$ cat src/hw/rtl/data_stack_with_dup_swap_rot_macros.svh
// ----------------------------------------------------------------------------
// data stack assertion macros
// shared concurrent assertion forms for the data stack
// ----------------------------------------------------------------------------
`ifndef DATA_STACK_WITH_DUP_SWAP_ROT_MACROS_SVH
`define DATA_STACK_WITH_DUP_SWAP_ROT_MACROS_SVH

// same-cycle implication, checked out of reset
`define DSTK_ASSERT_NOW(label, ante, cons, msg) \
	label: assert property (@(posedge clk) disable iff (!arst_n) (ante) |-> (cons)) \
		else $error(msg);

// next-cycle implication, checked out of reset
`define DSTK_ASSERT_NEXT(label, ante, cons, msg) \
	label: assert property (@(posedge clk) disable iff (!arst_n) (ante) |=> (cons)) \
		else $error(msg);

`endif

$ cat src/hw/rtl/dstk_pkg.sv
// ----------------------------------------------------------------------------
// data stack package
// action and error codes, cell operations and default sizes
// ----------------------------------------------------------------------------
`timescale 1ns / 1ps

package dstk_pkg;

	localparam int STACK_DEPTH_DEF = 256;
	localparam int WORD_WIDTH_DEF  = 32;

	localparam int ACTION_W = 3;
	localparam int PORT_W   = 32;
	localparam int OFFSET_W = 8;
	localparam int DEPTH_W  = 9;
	localparam int ERROR_W  = 2;

	typedef enum logic [ACTION_W-1:0] {
		ACT_PUSH = 3'd0,
		ACT_POP  = 3'd1,
		ACT_DUP  = 3'd2,
		ACT_SWAP = 3'd3,
		ACT_ROT  = 3'd4,
		ACT_PEEK = 3'd5
	} act_t;

	typedef enum logic [ERROR_W-1:0] {
		ERR_OK    = 2'd0,
		ERR_UNDER = 2'd1,
		ERR_RANGE = 2'd2,
		ERR_OVER  = 2'd3
	} err_t;

	// hold, take from the cell above, take from the cell below, load
	typedef enum logic [1:0] {
		CELL_HOLD = 2'd0,
		CELL_DOWN = 2'd1,
		CELL_UP   = 2'd2,
		CELL_LOAD = 2'd3
	} cell_op_t;

endpackage

$ cat src/hw/rtl/dstk_cell.sv
// ----------------------------------------------------------------------------
// data stack cell
// one stack entry; shifts toward either neighbor or loads a new word
// ----------------------------------------------------------------------------
`timescale 1ns / 1ps

module dstk_cell #(
	parameter int WORD_WIDTH = dstk_pkg::WORD_WIDTH_DEF
) (
	input  logic                    clk,
	input  dstk_pkg::cell_op_t      op,
	input  logic [WORD_WIDTH-1:0]   above,
	input  logic [WORD_WIDTH-1:0]   below,
	input  logic [WORD_WIDTH-1:0]   ld,
	output logic [WORD_WIDTH-1:0]   val
);

	logic [WORD_WIDTH-1:0] val_q;

	always_ff @(posedge clk) begin
		unique case (op)
			dstk_pkg::CELL_HOLD: val_q <= val_q;
			dstk_pkg::CELL_DOWN: val_q <= above;
			dstk_pkg::CELL_UP:   val_q <= below;
			dstk_pkg::CELL_LOAD: val_q <= ld;
			default:             val_q <= val_q;
		endcase
	end

	assign val = val_q;

endmodule

$ cat config.mk
export PLATFORM = sky130hd
export DESIGN_NAME = dstk_cell
export DESIGN_NICKNAME = d
export VERILOG_FILES = /design/src/hw/rtl/data_stack_with_dup_swap_rot_macros.svh /design/src/hw/rtl/dstk_pkg.sv /design/src/hw/rtl/dstk_cell.sv
export SDC_FILE = /design/constraint.sdc
export NUM_CORES = 1
export LEC_CHECK = 0
export ABC_AREA = 1
export BUFFER_PORTS_ARGS = -buffer_cell sky130_fd_sc_hd__clkbuf_2
export CAP_MARGIN = 5
export CORE_UTILIZATION = 43
export CTS_CLUSTER_SIZE = 20
export DETAILED_ROUTE_END_ITERATION = 10
export PLACE_DENSITY = 0.84
export SLEW_MARGIN = 40
export SYNTH_ARGS = -nofsm -noshare
export SYNTH_HDL_FRONTEND = slang
export SYNTH_SLANG_ARGS = --single-unit
$ cat constraint.sdc
create_clock -name clk -period 4.4 [get_ports clk]
set_clock_uncertainty 0.2 [all_clocks]
set_input_delay 0.44 -clock clk [delete_from_list [all_inputs] [get_ports clk]]
set_output_delay 0.44 -clock clk [all_outputs]
set_load 0.01 [all_outputs]
==> flow_results.org <==
** Die
- After floorplanning, the core was divided into 22 placement rows.
- The floorplan step set the die width to 65.5 um.
- Core footprint :: 3770 um^2
- The floorplan step defined a die boundary enclosing 4290 um^2.
- Initial core utilization :: 46.0%
- Chip height :: 65.5 um
- 131 I/O pins were placed.

** CTS
- After clock tree synthesis, the setup repair step added 0 buffers.
- Post-CTS clock slew at the launch and capture registers of the worst setup and hold paths :: 0.06 ns
- Clock Tree Buf Depth :: 2
- TritonCTS built the clock tree.
- H-tree depth reported by CTS :: 2
- CTS sink cnt :: 32
- Post-CTS repair changed the size of 0 cells.
- Hold buffers post-CTS :: 0
- Cell chosen for the clock root :: clkbuf_8
- Number of clock buffers inserted by TritonCTS :: 5

** Drt
- Post-DR wirelength/cell :: 12.4 um
- Antenna viol nets, final :: 0
- After detailed routing, the total wire length is 4370 um.
- For this run, design rule violations remaining after detail routing come to 0.
- The detailed router placed 1831 vias in this run.
- Drt pass-1 iters :: 4
- Per-cell via count in the routed design :: 5.19
- After the first detailed-routing iteration, the DRC count stood at 68.

** Global routing
- Number of antenna violations at the first check in global routing :: 0
- The first global-routing pass estimated 6820 um of wire.
- After global routing the overflow that remains totals 0.
- Entering global routing, the biggest net connects 66 pins.
- Global routing used 21.0% of the available tracks across all layers.
- Number of global-route vias before repair :: 1634

** Timing
- Setup TNS :: 0 ns
- In this run the tightest slew margin relative to its limit is 46.0%.
- For the pin with the worst max-slew slack, the measured transition is 0.809 ns.
- The count of endpoints failing hold in the final timing report is 0.
- Setup slack closes at 1.80 ns.
- Final critical path time including I/O delays and setup :: 2.60 ns
- Setup-failing EPs final :: 0
- Final Cycle Share :: 59.1%
- Unrepaired setup endpoints after global routing :: false
- The number of max-slew violations in the final report is 0.
- Fmax :: 0.384 GHz

** Cells and area
- The sequential cells in the finished layout cover a total of 961 um^2.
- Cell Count, Final, Fillers Out :: 353
- Fraction of final layout cells with drive strength greater than 1 :: 45.9%
- The number of antenna diodes in the final layout is 0.
- Area of combinational cells with multiple inputs :: 604 um^2
- Final design area excluding fillers :: 2400 um^2
- Max reg flops :: 32
- Commonest cells after routing, fill and taps aside :: clkbuf_2, nand3_1, nand2_1
- In the final design database the tool counted 403 nets.
- Most common library cell in the layout ignoring fill and taps :: clkbuf_2
- Fill cell count :: 327
- From synthesis to final layout, the design area changed by 38.3%.

** Synthesis
- Counting distinct cell types in the post-synthesis netlist gives 8.
- Counting every net in the synthesized netlist gives 279.
- In the synthesized netlist, the number of instances is 180.
- Sequential-to-total area share from yosys stat :: 55.5%
- Yosys reg bits :: 32
- Yosys printed 0 warnings.
- Synthesized area :: 1730 um^2
- Each instance of the synthesized netlist takes up on average 9.63 um^2.

** Power and ir drop
- Internal power comes to 562 uW.
- Combinational logic burns 21.2% of the power.
- Power spread over the standard cell area amounts to 314 nW/um^2.
- In this run switching power makes up 25.3% of total power.
- Of the total power, registers draw 51.7%.
- P_leak :: 1.21 nW
- For this design the total switching power over the nets is 190 uW.
- The design draws 753 uW.
- The clock network accounts for 27.0% of the total power.
- The worst-case IR drop observed on VDD is 160 uV.

** Setup path
- STA classifies the critical path startpoint as an input port.
- In this run the worst path has a maximum fanout of 65.
- Crit path DAT :: 2.37 ns
- Kind of end point of the critical path :: flop
- By startpoint and endpoint, the worst setup path is classified as input port to flop.
- Data required time at the worst endpoint :: 4.17 ns

** Flow run
- Max-capacitance violation count :: 0

** Placement
- Timing analysis after detailed placement gives a worst setup slack of 1.49 ns.
- Once placement completed, the tool counted placed cells totaling 345.
- During placement, the flow inserted port buffers numbering 130.
- Final HPWL from detailed placement :: 3250 um
- Instance area after placement :: 2320 um^2
- At the end of routability-driven placement, the weighted congestion stood at 0.743.

** Worst hold path
- Class of the most critical hold timing path :: input port to flop
- Worst hold stages :: 3

** Status
- Status :: finished clean
## critical path, cell delays in order
cell	delay [ns]
clkbuf_2	0.07
buf_4	0.47
inv_1	0.09
buf_4	0.26
nand2_1	0.64
buf_4	0.34
## through the flow
step,hold WS [ns],utilization [%]
final,0.259,63.5
after global routing,0.254,63.5
after CTS,0.255,63.5
after detailed placement,0.536,61.4
after global placement,0.531,61.4
after floorplan,0.443,-
## path summary, 6_finish.rpt
kind	from	to	slack (ns)
worst max-delay path	op[1]	val[11]	1.80
worst min-delay path	above[29]	val[29]	0.26
## logic make-up after synthesis
family                 synth area share, %
buffers and inverters                 9.68
and+or+nand+nor                       34.9
DFF                                   55.5
## power groups by stage
stage / clock network [mW] / logic (mW) / registers (mW)
3_3_place_gp: 0 / 0.158 / 0.395
2_1_floorplan: 0 / 0.0629 / 0.415
5_1_grt: 0.221 / 0.178 / 0.392
6_report: 0.203 / 0.160 / 0.389
4_1_cts: 0.206 / 0.162 / 0.390
3_5_place_dp: 0 / 0.162 / 0.396
## Yosys cell counts
cell	n	share of area, %
buf_4	4	1.7
inv_1	1	0.22
buf_6	10	6.5
buf_2	3	0.87
inv_4	1	0.36
nand3_1	96	28
edfxtp_1	32	55
nand2_1	33	7.1
## per-layer routing
metal  track usage, %  up-vias  share of wire, %
li1                 -      896                 -
met1             22.0      831                38
met2             38.9       93                52
met3             5.21       11               6.9
met4             9.78        0               2.5
met5                0        -                 0
## final cells by class
cell class	count	area share, %
clock buffers	7	3.19
clock inverters	1	0.157
inverters	2	0.418
multi-input cells	129	25.2
flip-flops and latches	32	40.1
well taps	48	2.51
repair buffers	134	28.4
Power figures use the tool's default switching activity.
